File: config.mk
export PLATFORM = sky130hd
export DESIGN_NAME = bech32_address_encoder_top
export DESIGN_NICKNAME = d
export VERILOG_FILES = /design/src/hdl/bae_pkg.sv /design/src/hdl/bae_ram.sv /design/src/hdl/bae_useq.sv /design/src/hdl/bech32_address_encoder_top.sv
export SDC_FILE = /design/constraint.sdc
export NUM_CORES = 1
export LEC_CHECK = 0
export ABC_AREA = 0
export BUFFER_PORTS_ARGS = -buffer_cell sky130_fd_sc_hd__buf_4
export CORE_ASPECT_RATIO = 2
export CORE_MARGIN = 2
export CORE_UTILIZATION = 65
export CTS_BUF_LIST = sky130_fd_sc_hd__clkbuf_4 sky130_fd_sc_hd__clkbuf_8
export CTS_CLUSTER_DIAMETER = 200
export DETAILED_ROUTE_END_ITERATION = 8
export GPL_TIMING_DRIVEN = 0
export PLACE_DENSITY = 0.83
export SYNTH_ARGS = -nofsm -noshare
export SYNTH_HDL_FRONTEND = slang
export SYNTH_SLANG_ARGS = --single-unit
File: constraint.sdc
create_clock -name clk -period 21.3 [get_ports clk]
set_clock_uncertainty 0.05 [all_clocks]
set_input_delay 3.195 -clock clk [delete_from_list [all_inputs] [get_ports clk]]
set_output_delay 3.195 -clock clk [all_outputs]
set_load 0.02 [all_outputs]
File: src/hdl/bae_pkg.sv
// shared types, constants, polymod step, charset and microcode table of the address encoder
package bae_pkg;

	localparam int PFX_DEPTH = 83;
	localparam int PFX_AW = $clog2(PFX_DEPTH);
	localparam int MAX_ADDRESS_CHARS = 90;
	localparam int MAX_DATA_BYTES = 40;
	localparam int CHK_DIGITS = 6;
	localparam int STEP_W = 5;

	localparam logic [29:0] GEN [5] = '{
		30'h3b6a57b2, 30'h26508e6d, 30'h1ea119fa, 30'h3d4233dd, 30'h2a1462b3
	};
	localparam logic [29:0] FIN_BECH32 = 30'h00000001;
	localparam logic [29:0] FIN_BECH32M = 30'h2bc830a3;
	localparam logic [6:0] SEP_CHAR = 7'h31;
	localparam logic [255:0] CHARSET = "qpzry9x8gf2tvdw0s3jn54khce6mua7l";

	typedef enum logic [1:0] {
		CMD_BEGIN,
		CMD_PREFIX,
		CMD_DATA,
		CMD_END
	} cmd_t;

	typedef struct packed {
		cmd_t cmd;
		logic [7:0] value;
	} op_t;

	typedef struct packed {
		logic [6:0] out_char;
		logic last;
		logic error;
	} sym_t;

	// output source
	typedef enum logic [2:0] {
		EM_NONE,
		EM_ERR,
		EM_VAL,
		EM_SEP,
		EM_DIGIT,
		EM_CHK
	} emit_t;

	// checksum register operation
	typedef enum logic [2:0] {
		CK_HOLD,
		CK_ONE,
		CK_STEP_HI,
		CK_STEP,
		CK_STEP_D,
		CK_FIN,
		CK_SHIFT
	} ck_t;

	// digit source
	typedef enum logic [1:0] {
		DS_RAM,
		DS_VER,
		DS_ACC,
		DS_PAD
	} ds_t;

	typedef enum logic [1:0] {
		PH_KEEP,
		PH_GO_IDLE,
		PH_GO_PREFIX,
		PH_GO_DATA
	} ph_t;

	// jump conditions
	typedef enum logic [2:0] {
		JC_NEXT,
		JC_GOTO,
		JC_DISPATCH,
		JC_MORE_PFX,
		JC_TWO,
		JC_NO_PAD,
		JC_CNT_MORE
	} jc_t;

	typedef struct packed {
		logic wait_in;
		emit_t emit;
		logic last;
		ck_t ck;
		ds_t ds;
		ph_t ph;
		logic begin_ld;
		logic pfx_wr;
		logic idx_clr;
		logic idx_inc;
		logic rd_en;
		logic nb_ld;
		logic nb_sub;
		logic data_done;
		logic cnt_ld;
		logic cnt_dec;
		jc_t jc;
		logic [STEP_W-1:0] tgt;
	} ctrl_t;

	typedef struct packed {
		logic fail;
		cmd_t cmd;
		logic in_prefix;
		logic more_pfx;
		logic two_digits;
		logic no_pad;
		logic cnt_more;
	} stat_t;

	// microcode addresses
	localparam logic [STEP_W-1:0] ST_IDLE  = 5'd0;
	localparam logic [STEP_W-1:0] ST_DISP  = 5'd1;
	localparam logic [STEP_W-1:0] ST_ERR   = 5'd2;
	localparam logic [STEP_W-1:0] ST_BEGIN = 5'd3;
	localparam logic [STEP_W-1:0] ST_PFX   = 5'd4;
	localparam logic [STEP_W-1:0] ST_R0    = 5'd5;
	localparam logic [STEP_W-1:0] ST_R1    = 5'd6;
	localparam logic [STEP_W-1:0] ST_R2    = 5'd7;
	localparam logic [STEP_W-1:0] ST_R3    = 5'd8;
	localparam logic [STEP_W-1:0] ST_D0    = 5'd9;
	localparam logic [STEP_W-1:0] ST_D1    = 5'd10;
	localparam logic [STEP_W-1:0] ST_D2    = 5'd11;
	localparam logic [STEP_W-1:0] ST_E0    = 5'd12;
	localparam logic [STEP_W-1:0] ST_E1    = 5'd13;
	localparam logic [STEP_W-1:0] ST_E2    = 5'd14;
	localparam logic [STEP_W-1:0] ST_E3    = 5'd15;
	localparam logic [STEP_W-1:0] ST_E4    = 5'd16;
	localparam logic [STEP_W-1:0] ST_E5    = 5'd17;
	localparam logic [STEP_W-1:0] ST_E6    = 5'd18;

	function automatic logic [29:0] poly_step(input logic [29:0] c);
		logic [29:0] r;
		r = {c[24:0], 5'd0};
		for (int i = 0; i < 5; i++) begin
			if (c[25+i]) begin
				r = r ^ GEN[i];
			end
		end
		return r;
	endfunction

	function automatic logic [6:0] dchar(input logic [4:0] d);
		logic [7:0] b;
		b = CHARSET[8*(31-int'(d)) +: 8];
		return b[6:0];
	endfunction

	function automatic ctrl_t ucode(input logic [STEP_W-1:0] a);
		ctrl_t c;
		c = '0;
		case (a)
			ST_IDLE: begin
				c.wait_in = 1'b1;
			end
			ST_DISP: begin
				c.jc = JC_DISPATCH;
			end
			ST_ERR: begin
				c.emit = EM_ERR;
				c.last = 1'b1;
				c.ph = PH_GO_IDLE;
				c.jc = JC_GOTO;
				c.tgt = ST_IDLE;
			end
			ST_BEGIN: begin
				c.begin_ld = 1'b1;
				c.ck = CK_ONE;
				c.ph = PH_GO_PREFIX;
				c.jc = JC_GOTO;
				c.tgt = ST_IDLE;
			end
			ST_PFX: begin
				c.emit = EM_VAL;
				c.ck = CK_STEP_HI;
				c.pfx_wr = 1'b1;
				c.jc = JC_GOTO;
				c.tgt = ST_IDLE;
			end
			ST_R0: begin
				c.ck = CK_STEP;
				c.idx_clr = 1'b1;
				c.rd_en = 1'b1;
			end
			ST_R1: begin
				c.ck = CK_STEP_D;
				c.ds = DS_RAM;
				c.idx_inc = 1'b1;
				c.rd_en = 1'b1;
				c.jc = JC_MORE_PFX;
				c.tgt = ST_R1;
			end
			ST_R2: begin
				c.emit = EM_SEP;
			end
			ST_R3: begin
				c.emit = EM_DIGIT;
				c.ds = DS_VER;
				c.ck = CK_STEP_D;
				c.ph = PH_GO_DATA;
			end
			ST_D0: begin
				c.nb_ld = 1'b1;
			end
			ST_D1: begin
				c.emit = EM_DIGIT;
				c.ds = DS_ACC;
				c.ck = CK_STEP_D;
				c.nb_sub = 1'b1;
				c.jc = JC_TWO;
				c.tgt = ST_D1;
			end
			ST_D2: begin
				c.data_done = 1'b1;
				c.jc = JC_GOTO;
				c.tgt = ST_IDLE;
			end
			ST_E0: begin
				c.jc = JC_NO_PAD;
				c.tgt = ST_E2;
			end
			ST_E1: begin
				c.emit = EM_DIGIT;
				c.ds = DS_PAD;
				c.ck = CK_STEP_D;
			end
			ST_E2: begin
				c.ck = CK_STEP;
				c.cnt_ld = 1'b1;
			end
			ST_E3: begin
				c.ck = CK_STEP;
				c.cnt_dec = 1'b1;
				c.jc = JC_CNT_MORE;
				c.tgt = ST_E3;
			end
			ST_E4: begin
				c.ck = CK_FIN;
				c.cnt_ld = 1'b1;
			end
			ST_E5: begin
				c.emit = EM_CHK;
				c.ck = CK_SHIFT;
				c.cnt_dec = 1'b1;
				c.jc = JC_CNT_MORE;
				c.tgt = ST_E5;
			end
			ST_E6: begin
				c.emit = EM_CHK;
				c.last = 1'b1;
				c.ck = CK_SHIFT;
				c.ph = PH_GO_IDLE;
				c.jc = JC_GOTO;
				c.tgt = ST_IDLE;
			end
			default: begin
				c.jc = JC_GOTO;
				c.tgt = ST_IDLE;
			end
		endcase
		return c;
	endfunction

endpackage

File: src/hdl/bae_ram.sv
// generic single-write, single-read ram with registered read data
module bae_ram #(
	parameter int WIDTH = 8,
	parameter int DEPTH = 16
) (
	input logic clk,
	input logic we,
	input logic [$clog2(DEPTH)-1:0] waddr,
	input logic [WIDTH-1:0] wdata,
	input logic re,
	input logic [$clog2(DEPTH)-1:0] raddr,
	output logic [WIDTH-1:0] rdata
);

	logic [WIDTH-1:0] mem_q [DEPTH];
	logic [WIDTH-1:0] rdata_q;

	always_ff @(posedge clk) begin
		if (we) begin
			mem_q[waddr] <= wdata;
		end
		if (re) begin
			rdata_q <= mem_q[raddr];
		end
	end

	assign rdata = rdata_q;

endmodule

File: src/hdl/bae_useq.sv
// microcode sequencer: step counter, control rom lookup and jump logic
module bae_useq (
	input logic clk,
	input logic arst_n,
	input logic adv,
	input bae_pkg::stat_t stat,
	output bae_pkg::ctrl_t ctrl
);

	logic [bae_pkg::STEP_W-1:0] step_q;
	logic [bae_pkg::STEP_W-1:0] step_next;
	logic [bae_pkg::STEP_W-1:0] disp_tgt;
	logic taken;

	assign ctrl = bae_pkg::ucode(step_q);

	// entry point for a freshly accepted item
	always_comb begin
		if (stat.fail) begin
			disp_tgt = bae_pkg::ST_ERR;
		end else begin
			case (stat.cmd)
				bae_pkg::CMD_BEGIN: disp_tgt = bae_pkg::ST_BEGIN;
				bae_pkg::CMD_PREFIX: disp_tgt = bae_pkg::ST_PFX;
				bae_pkg::CMD_DATA: disp_tgt = stat.in_prefix ? bae_pkg::ST_R0 : bae_pkg::ST_D0;
				bae_pkg::CMD_END: disp_tgt = bae_pkg::ST_E0;
				default: disp_tgt = bae_pkg::ST_IDLE;
			endcase
		end
	end

	always_comb begin
		case (ctrl.jc)
			bae_pkg::JC_GOTO: taken = 1'b1;
			bae_pkg::JC_MORE_PFX: taken = stat.more_pfx;
			bae_pkg::JC_TWO: taken = stat.two_digits;
			bae_pkg::JC_NO_PAD: taken = stat.no_pad;
			bae_pkg::JC_CNT_MORE: taken = stat.cnt_more;
			default: taken = 1'b0;
		endcase
	end

	always_comb begin
		if (!adv) begin
			step_next = step_q;
		end else if (ctrl.jc == bae_pkg::JC_DISPATCH) begin
			step_next = disp_tgt;
		end else if (taken) begin
			step_next = ctrl.tgt;
		end else begin
			step_next = step_q + 1'b1;
		end
	end

	always_ff @(posedge clk or negedge arst_n) begin
		if (!arst_n) begin
			step_q <= bae_pkg::ST_IDLE;
		end else begin
			step_q <= step_next;
		end
	end

`ifndef SYNTHESIS
	a_accept_dispatch: assert property (@(posedge clk) disable iff (!arst_n)
		(ctrl.wait_in && adv) |=> (step_q == bae_pkg::ST_DISP))
		else $error("accepted item not followed by dispatch");
`endif

endmodule

File: src/hdl/bech32_address_encoder_top.sv
// top level of the streaming bech32 / bech32m address encoder
//
//  channel  valid      stall      payload  direction
//  -------  ---------  ---------  -------  ---------
//  op       op_valid   op_stall   op       in   (cmd, value)
//  sym      sym_valid  sym_stall  sym      out  (out_char, last, error)
//
// one microcode step per cycle unless an absent op or a stalled sym holds it; an item is
// taken only at the idle step. the first data byte also replays the prefix through
// the single polymod step unit and the prefix ram read port. reset clears the step,
// phase, checksum, counts, carry and sym valid; loop counters and the prefix ram
// need no clearing.
// a stalled sym holds the step that wants to emit until the register frees.
module bech32_address_encoder_top (
	input logic clk,
	input logic arst_n,
	input logic op_valid,
	output logic op_stall,
	input bae_pkg::op_t op,
	output logic sym_valid,
	input logic sym_stall,
	output bae_pkg::sym_t sym
);

	typedef enum logic [1:0] {
		PHASE_IDLE,
		PHASE_PREFIX,
		PHASE_DATA
	} phase_t;

	localparam logic [7:0] CH_MIN = 8'd33;
	localparam logic [7:0] CH_MAX = 8'd126;
	localparam logic [7:0] UC_MIN = 8'd65;
	localparam logic [7:0] UC_MAX = 8'd90;
	localparam logic [7:0] VER_MAX = 8'd16;
	localparam logic [10:0] RECIP5 = 11'd1639;

	bae_pkg::ctrl_t ctrl;
	bae_pkg::stat_t stat;
	logic adv;
	logic emit_load;

	phase_t phase_q;
	logic [29:0] chk_q;
	logic [4:0] ver_q;
	logic [6:0] pcnt_q;
	logic [5:0] bcnt_q;
	logic [3:0] carry_q;
	logic [2:0] cbits_q;

	bae_pkg::cmd_t cmd_q;
	logic [7:0] val_q;
	logic [6:0] idx_q;
	logic [3:0] nb_q;
	logic [2:0] cnt_q;
	bae_pkg::sym_t sym_q;
	logic sym_valid_q;

	logic ram_we;
	logic ram_re;
	logic [bae_pkg::PFX_AW-1:0] ram_raddr;
	logic [6:0] ram_rdata;

	logic bad_char;
	logic [6:0] n_bytes;
	logic [9:0] bits_up;
	logic [20:0] prod;
	logic [7:0] total;
	logic fail;

	logic [11:0] acc;
	logic [11:0] acc_sh;
	logic [3:0] sh;
	logic [8:0] pad_w;
	logic [4:0] digit;
	logic [3:0] carry_next;
	logic [29:0] poly;
	logic [29:0] fin;
	logic [29:0] chk_next;
	bae_pkg::sym_t sym_next;

	bae_useq u_useq (
		.clk(clk),
		.arst_n(arst_n),
		.adv(adv),
		.stat(stat),
		.ctrl(ctrl)
	);

	bae_ram #(
		.WIDTH(7),
		.DEPTH(bae_pkg::PFX_DEPTH)
	) u_pfx_ram (
		.clk(clk),
		.we(ram_we),
		.waddr(pcnt_q),
		.wdata(val_q[6:0]),
		.re(ram_re),
		.raddr(ram_raddr),
		.rdata(ram_rdata)
	);

	assign op_stall = !ctrl.wait_in;
	assign adv = !(ctrl.wait_in && !op_valid)
		&& !((ctrl.emit != bae_pkg::EM_NONE) && sym_valid_q && sym_stall);
	assign emit_load = adv && (ctrl.emit != bae_pkg::EM_NONE);

	assign ram_we = adv && ctrl.pfx_wr;
	assign ram_raddr = ctrl.idx_clr ? '0 : idx_q;
	assign ram_re = adv && ctrl.rd_en && (ram_raddr < pcnt_q);

	// finished length check: ceil(8n/5) digits via reciprocal multiply
	assign bad_char = (val_q < CH_MIN) || (val_q > CH_MAX)
		|| ((val_q >= UC_MIN) && (val_q <= UC_MAX));
	assign n_bytes = {1'b0, bcnt_q} + 7'd1;
	assign bits_up = {n_bytes, 3'd0} + 10'd4;
	assign prod = {11'd0, bits_up} * {10'd0, RECIP5};
	assign total = {1'b0, pcnt_q} + prod[20:13] + 8'(bae_pkg::CHK_DIGITS + 2);

	always_comb begin
		case (cmd_q)
			bae_pkg::CMD_BEGIN: fail = val_q > VER_MAX;
			bae_pkg::CMD_PREFIX: fail = (phase_q != PHASE_PREFIX) || bad_char
				|| (pcnt_q >= 7'(bae_pkg::PFX_DEPTH));
			bae_pkg::CMD_DATA: fail = (phase_q == PHASE_IDLE) || (pcnt_q == '0)
				|| (n_bytes > 7'(bae_pkg::MAX_DATA_BYTES))
				|| (total > 8'(bae_pkg::MAX_ADDRESS_CHARS));
			bae_pkg::CMD_END: fail = (phase_q != PHASE_DATA) || (pcnt_q == '0)
				|| (bcnt_q < 6'd2);
			default: fail = 1'b1;
		endcase
	end

	always_comb begin
		stat.fail = fail;
		stat.cmd = cmd_q;
		stat.in_prefix = phase_q == PHASE_PREFIX;
		stat.more_pfx = idx_q < pcnt_q;
		stat.two_digits = nb_q >= 4'd10;
		stat.no_pad = cbits_q == '0;
		stat.cnt_more = cnt_q != 3'd1;
	end

	// 5-bit regrouping of carry bits and the new byte
	assign acc = {carry_q, val_q};
	assign sh = nb_q - 4'd5;
	assign acc_sh = acc >> sh;
	assign pad_w = {5'd0, carry_q} << (3'd5 - cbits_q);
	assign carry_next = acc[3:0] & ~(4'hf << nb_q);

	always_comb begin
		case (ctrl.ds)
			bae_pkg::DS_RAM: digit = ram_rdata[4:0];
			bae_pkg::DS_VER: digit = ver_q;
			bae_pkg::DS_ACC: digit = acc_sh[4:0];
			bae_pkg::DS_PAD: digit = pad_w[4:0];
			default: digit = '0;
		endcase
	end

	assign poly = bae_pkg::poly_step(chk_q);
	assign fin = (ver_q == '0) ? bae_pkg::FIN_BECH32 : bae_pkg::FIN_BECH32M;

	always_comb begin
		case (ctrl.ck)
			bae_pkg::CK_ONE: chk_next = 30'd1;
			bae_pkg::CK_STEP_HI: chk_next = poly ^ {27'd0, val_q[7:5]};
			bae_pkg::CK_STEP: chk_next = poly;
			bae_pkg::CK_STEP_D: chk_next = poly ^ {25'd0, digit};
			bae_pkg::CK_FIN: chk_next = chk_q ^ fin;
			bae_pkg::CK_SHIFT: chk_next = {chk_q[24:0], 5'd0};
			default: chk_next = chk_q;
		endcase
	end

	always_comb begin
		sym_next.last = ctrl.last;
		sym_next.error = 1'b0;
		case (ctrl.emit)
			bae_pkg::EM_ERR: begin
				sym_next.out_char = '0;
				sym_next.error = 1'b1;
			end
			bae_pkg::EM_VAL: sym_next.out_char = val_q[6:0];
			bae_pkg::EM_SEP: sym_next.out_char = bae_pkg::SEP_CHAR;
			bae_pkg::EM_DIGIT: sym_next.out_char = bae_pkg::dchar(digit);
			bae_pkg::EM_CHK: sym_next.out_char = bae_pkg::dchar(chk_q[29:25]);
			default: sym_next.out_char = '0;
		endcase
	end

	always_ff @(posedge clk or negedge arst_n) begin
		if (!arst_n) begin
			phase_q <= PHASE_IDLE;
			chk_q <= 30'd1;
			ver_q <= '0;
			pcnt_q <= '0;
			bcnt_q <= '0;
			carry_q <= '0;
			cbits_q <= '0;
			sym_valid_q <= 1'b0;
		end else begin
			if (emit_load) begin
				sym_valid_q <= 1'b1;
			end else if (!sym_stall) begin
				sym_valid_q <= 1'b0;
			end
			if (adv) begin
				chk_q <= chk_next;
				case (ctrl.ph)
					bae_pkg::PH_GO_IDLE: phase_q <= PHASE_IDLE;
					bae_pkg::PH_GO_PREFIX: phase_q <= PHASE_PREFIX;
					bae_pkg::PH_GO_DATA: phase_q <= PHASE_DATA;
					default: phase_q <= phase_q;
				endcase
				if (ctrl.begin_ld) begin
					ver_q <= val_q[4:0];
					pcnt_q <= '0;
					bcnt_q <= '0;
					carry_q <= '0;
					cbits_q <= '0;
				end
				if (ctrl.pfx_wr) begin
					pcnt_q <= pcnt_q + 7'd1;
				end
				if (ctrl.data_done) begin
					carry_q <= carry_next;
					cbits_q <= nb_q[2:0];
					bcnt_q <= bcnt_q + 6'd1;
				end
			end
		end
	end

	always_ff @(posedge clk) begin
		if (op_valid && !op_stall) begin
			cmd_q <= op.cmd;
			val_q <= op.value;
		end
		if (emit_load) begin
			sym_q <= sym_next;
		end
		if (adv) begin
			if (ctrl.idx_clr) begin
				idx_q <= 7'd1;
			end else if (ctrl.idx_inc) begin
				idx_q <= idx_q + 7'd1;
			end
			if (ctrl.nb_ld) begin
				nb_q <= {1'b0, cbits_q} + 4'd8;
			end else if (ctrl.nb_sub) begin
				nb_q <= nb_q - 4'd5;
			end
			if (ctrl.cnt_ld) begin
				cnt_q <= 3'(bae_pkg::CHK_DIGITS - 1);
			end else if (ctrl.cnt_dec) begin
				cnt_q <= cnt_q - 3'd1;
			end
		end
	end

	assign sym_valid = sym_valid_q;
	assign sym = sym_q;

`ifndef SYNTHESIS
	a_err_item: assert property (@(posedge clk) disable iff (!arst_n)
		(sym_valid && sym.error) |-> (sym.last && (sym.out_char == '0)))
		else $error("error item without last or with a character");

	a_pcnt_range: assert property (@(posedge clk) disable iff (!arst_n)
		pcnt_q <= 7'(bae_pkg::PFX_DEPTH))
		else $error("prefix count beyond store depth");

	a_ram_read_written: assert property (@(posedge clk) disable iff (!arst_n)
		ram_re |-> (ram_raddr < pcnt_q))
		else $error("prefix replay reads an unwritten entry");

	a_carry_narrow: assert property (@(posedge clk) disable iff (!arst_n)
		(adv && ctrl.data_done) |-> (nb_q < 4'd5))
		else $error("leftover bits not below one digit");
`endif

endmodule
Word level (Yosys, flattened, before mapping)
Memories as Yosys holds them, arrays and structs flattened. A register that Yosys moved wholly into a read port is not among the register bits.
Cells that the tools add are included.
W data, S select, Z words.

cells by class
  add/subtract/negate cells = 14
  multiply operators = 1
  $lt $le $gt $ge = 12
  equality and inequality tests = 49
  shift operators = 5
  mux-type cells = 53
  bitwise operators = 10
  reduce and logical (&&, ||, !) cells = 55

operators by type and width
  kind                        number
  $shiftx A256 B9 Y7 const A  2
  $pmux W30 S6                1
  $mux W30                    5
  $eq A5 B4 Y1 const B        8
  $pmux W5 S4                 2
  $pmux W3 S6                 2
  $xor A30 B3 Y30             1
  $xor A30 B30 Y30            1
  $xor A30 B5 Y30             1
  $mux W29                    1
  $mux W7                     4
  $pmux W7 S4                 1
  $pmux W5 S5                 1
  $eq A3 B3 Y1 const B        8
  $mul A10 B11 Y21 const B    1
  $eq A5 B3 Y1 const B        4
  $mux W4                     5
  $eq A3 B2 Y1 const B        6
  $not A18 Y18                1
  $pmux W2 S3                 3
  $mux W1                     17
  $not A17 Y17                1
  $gt A8 B7 Y1 const B        2
  $not A16 Y16                1
  58 further kinds            120

storage, ports and cells
  flip-flop bits (word level) = 96
  bits in writable memories = 581
  bits of input ports = 14
  output and inout port bits = 11
  word-level logic and storage cells = 217
  memories = 1

memory list
  memory           depth  width  rd ports  clocked after Yosys merged registers in  write ports  line           RTL
  u_pfx_ram.mem_q  83     7      1         1                                        1            bae_ram.sv:15  logic [WIDTH-1:0] mem_q [DEPTH];

Logic depth before layout (Yosys ltp)
  word-level depth = 12
  gate-level depth with buffers = 33
  depth with buffers taken out = 33

Hierarchy
A second synthesis with hierarchy kept.

second synthesis, totals
  cells, all modules = 2154
  area, all modules = 32167.1 sq um

modules (own cells, without submodules)
  module                      instances  cells each  area each (sq um)
  bae_ram                     1          1123        23113.4
  bech32_address_encoder_top  1          882         8047.7
  bae_useq                    1          149         1006.0

Worst setup path before layout
No wires, ideal clock.

  kind = flip-flop to flip-flop
  from = register bcnt_q[0]
  to = register u_useq.step_q[0] in the netlist's numbering
  data arrival time = 6.803 ns
  required time = 21.114 ns
  slack = 14.312 ns
  cell stages (with the launch flop) = 30
  path buffers = 0
  period minus slack after synthesis = 6.988 ns
  cells stage by stage = dfrtp_1 -> ha_1 -> nand3_1 -> xnor2_1 -> inv_1 -> fa_1 -> inv_1 -> fa_1 -> ha_1 -> inv_1 -> fa_1 -> inv_1 -> ha_1 -> ha_1 -> a21o_1 -> a221oi_1 -> o22ai_1 -> o21a_1 -> o21a_1 -> o21a_1 -> nor2_1 -> xnor2_1 -> ha_1 -> ha_1 -> a21o_1 -> a31oi_1 -> xnor3_1 -> a31o_2 -> a32oi_1 -> o211ai_1

between the ends
  longest elaborated chain between the ends = 10
  elaborated cells on any way between the ends = 14
  classes of those cells = add/sub (4); mul (1); order compare (3); mux (3); reduce/logical (3)

ends and longest elaborated chain
  what                      line                               RTL
  start: declaration        bech32_address_encoder_top.sv:47   logic [5:0] bcnt_q;
  start signal: assignment  bech32_address_encoder_top.sv:229  bcnt_q <= bcnt_q + 6'd1;
  $add A6 B1 Y7             bech32_address_encoder_top.sv:115  assign n_bytes = {1'b0, bcnt_q} + 7'd1;
  $add A10 B3 Y10           bech32_address_encoder_top.sv:116  assign bits_up = {n_bytes, 3'd0} + 10'd4;
  $mul A10 B11 Y21          bech32_address_encoder_top.sv:117  assign prod = {11'd0, bits_up} * {10'd0, RECIP5};
  $add A7 B8 Y8             bech32_address_encoder_top.sv:118  assign total = {1'b0, pcnt_q} + prod[20:13] + 8'(bae_pkg::CHK_DIGITS + 2);
  $add A8 B4 Y8             bech32_address_encoder_top.sv:118
  $gt A8 B7 Y1              bech32_address_encoder_top.sv:127  || (total > 8'(bae_pkg::MAX_ADDRESS_CHARS));
  $logic_or A1 B1 Y1        bech32_address_encoder_top.sv:127
  $pmux W1 S4 (*)           bech32_address_encoder_top.sv:121  case (cmd_q)
  $mux W5 (*)               bae_useq.sv:19                     if (stat.fail) begin
  $mux W5 (*)               bae_useq.sv:46                     end else if (ctrl.jc == bae_pkg::JC_DISPATCH) begin
  end signal: assignment    bae_useq.sv:57                     step_q <= bae_pkg::ST_IDLE;
  end signal: assignment    bae_useq.sv:59                     step_q <= step_next;
  end: declaration          bae_useq.sv:10                     logic [bae_pkg::STEP_W-1:0] step_q;

Every way passes the cells marked *; elsewhere a longest branch is shown, timed or not.
A chain may end at the register's enable or synchronous reset.

Final worst setup path
Ends and elaborated chain as after synthesis.

==> run metrics <==
CTS root buf=clkbuf_8; I/O pin count=25; LEAKAGE=10.5 nW; Ys Warns=0; Final Hold Fails=0; cts repair resizes=0; post-synth cell types=99; f_max=0.123 GHz; TritonCTS clock tree=built; sequential share of power=0.361; RSZ-0062 raised after global routing=false; Longest Clk Path Bufs=3; crit path launch=bcnt_q[0]; GP Congestion=0.994; clock power share=0.218; reg2reg start=bcnt_q[0]; maxcap violations=0; Routed WL per cell=25.8 um; DRT antenna net count=0; Hold Path Class=reg2reg; pin count of the biggest net entering global routing=64; Rows=103; first-pass GRT wire length=113 mm; crit share post-route=0.380; Synthesized Nets=2338; Overall Power=0.00355 W; Psw=0.00138 W; Seq cells post-synth=516; Worst-Skew Late Latency=0.66 ns; CTS hold repair buffers=0; TritonCTS Buffers=72; Tmin final=8.10 ns; switching share of total power=0.389; Top FF cell, synth=edfxtp_1; register area share after synthesis=0.584; Mapped Area=26000 um^2; Worst Setup End Kind=flip-flop; Routed WL=74.9 mm; Initial Util=0.660; Slew headroom=0.0840; Die Span Y=287 um; power per cell area=123 nW/um^2; # Post-CTS Setup Buffers=0; final cell count without fillers=2906; fill cell count=2663; WP data required=21.75 ns; number of DRC markers in iteration 0=1932; net count reported at finish=2454; total grt overflow=0; Setup TNS=0 ns; Inst Count DP=2778; drc violations=0; Synth Instances=2211; critical path fanouts, max=9; core area=39400 um^2; max-slew violations=0; vias in the first global route=20200; cell internal pwr=0.00217 W; post-layout util=0.729; Worst Setup Start Kind=flip-flop; most common cell after layout, fill and taps aside=edfxtp_1; critical path type=reg2reg; Hold Startpoint=chk_q[4]; Die Area=41700 um^2; mean post-synth cell area=11.8 um^2; Post-synth EDFFs=453; arrival time worst endpoint=8.55 ns; Tightest Pin Transition=1.36 ns; combinational share of power=0.421; DR vias=19700; Total Routing Usage GR=0.358; # setup viols final=0; most frequent cells in the layout=edfxtp_1, nand2_1, nor2_1, nand3_1, a21oi_1; CP max stage delay=0.60 ns; CP dominant cell by count=ha_1; asr flop ratio synth=0.122; Max H-tree Level=3; initial antenna violation count=1; maximum vdd drop=0.0740 mV; detail-routed via count per cell=6.77; PortBufs=24; Clock Pin Slew Worst Setup and Hold Paths=0.06 ns; outcome=completed; Area Growth Syn to Fin=10.5%; Pre-antenna DRT Iters=8; post-DP HPWL=54.6 mm; CP max-delay cell=dfrtp_1; Die X=145 um; Worst Hold Slack=0.466 ns; layout cells sized above 1=0.121; clock sinks=516
[power by group through the flow]
stage	logic [W]	clock network (W)	registers [W]
floorplan	0.000993	0	0.00130
global placement	0.00131	0	0.00135
detailed placement	0.00147	0	0.00130
CTS	0.00148	0.000772	0.00128
global route	0.00165	0.000818	0.00129
finish	0.00149	0.000772	0.00128
[final timing paths]
| path | endpoint | slack [ns] | cells after the start |
|---|---|---|---|
| setup / recovery | u_useq.step_q[0] | 13.20 | 29 |
| hold / removal | chk_q[4] | 0.47 | 2 |
| setup reg to reg | u_useq.step_q[0] | 13.20 | 29 |
| hold reg to reg | chk_q[4] | 0.47 | 2 |
| max in group asynchronous | chk_q[18] | 18.01 | 1 |
| min in group asynchronous | phase_q[1] | 2.60 | 1 |
[state kept, by name, indices dropped and copies added (netlist names), 5 cells and up]
signal and cells:
chk_q 30, bcnt_q 6, idx_q 7, val_q 8
u_useq.step_q 5, sym 9, u_pfx_ram.rdata 5, u_pfx_ram.mem_q 415
pcnt_q 7, ver_q 5
[cell type report]
cell class	instances	area (um^2)	share of cell area
antenna	1	2.50	0.0000871
buffer	148	677	0.0236
clock buffer	99	1220	0.0424
clock inverter	28	198	0.00688
inverter	75	282	0.00979
multi-input combinational	1472	9880	0.344
sequential	516	15200	0.528
tap	525	657	0.0229
timing repair buffer	42	651	0.0226
[cells by family (layout without fill, tap and decap cells)]
group,Yosys count,after routing,share of synthesized area
AOI/OAI and AO/OA,528,528,0.141
xor gates and xnor gates,53,53,0.0187
adders and majority gates,113,113,0.0593
buffers and inverters,223,392,0.0368
DFF,516,516,0.584
muxes,64,64,0.0292
other,0,1,0
and+or+nand+nor,714,714,0.132
[metal layers]
layer / routed length, um / vias up / track usage
li1: - / 8574 / -
met1: 23100 / 9476 / 0.349
met2: 38500 / 1186 / 0.643
met3: 5550 / 444 / 0.0633
met4: 7840 / 0 / 0.315
met5: 0 / - / 0
[Yosys cell counts, drive strengths merged (19+ instances only)]
master  number  area share
nand3      119       0.023
nor3        34      0.0088
ha          96       0.046
o21ai      115       0.022
o22ai       37      0.0094
a211oi      37       0.011
inv         75       0.011
mux2i       29       0.011
nand2b      19      0.0050
nor2       148       0.022
xnor2       35       0.012
edfxtp     453        0.52
nand2      278       0.040
mux2        29       0.013
o221ai      71       0.024
dfrtp       62       0.060
buf         70       0.015
clkbuf      78       0.011
a21oi       98       0.019
and3        28      0.0067
a311oi      30       0.010
[per-stage QoR]
step                area [um^2]  setup WS (ns)
finish                    28700          13.20
floorplan                 26000          14.31
CTS                       28700          13.21
global route              28700          12.64
global placement          26900          13.40
detailed placement        27300          13.25
[worst max-delay path, delay by kind of cell, from the launching register on]
family	cells	cell delay, ns
flip-flops	1	0.60
adder cells (fa/ha/maj)	9	3.13
AND/OR/NAND/NOR	4	0.69
XOR/XNOR	2	0.89
AO/OA/AOI/OAI	9	2.17
buffers and inverters	5	0.44
(Power assumes the default switching activity.)
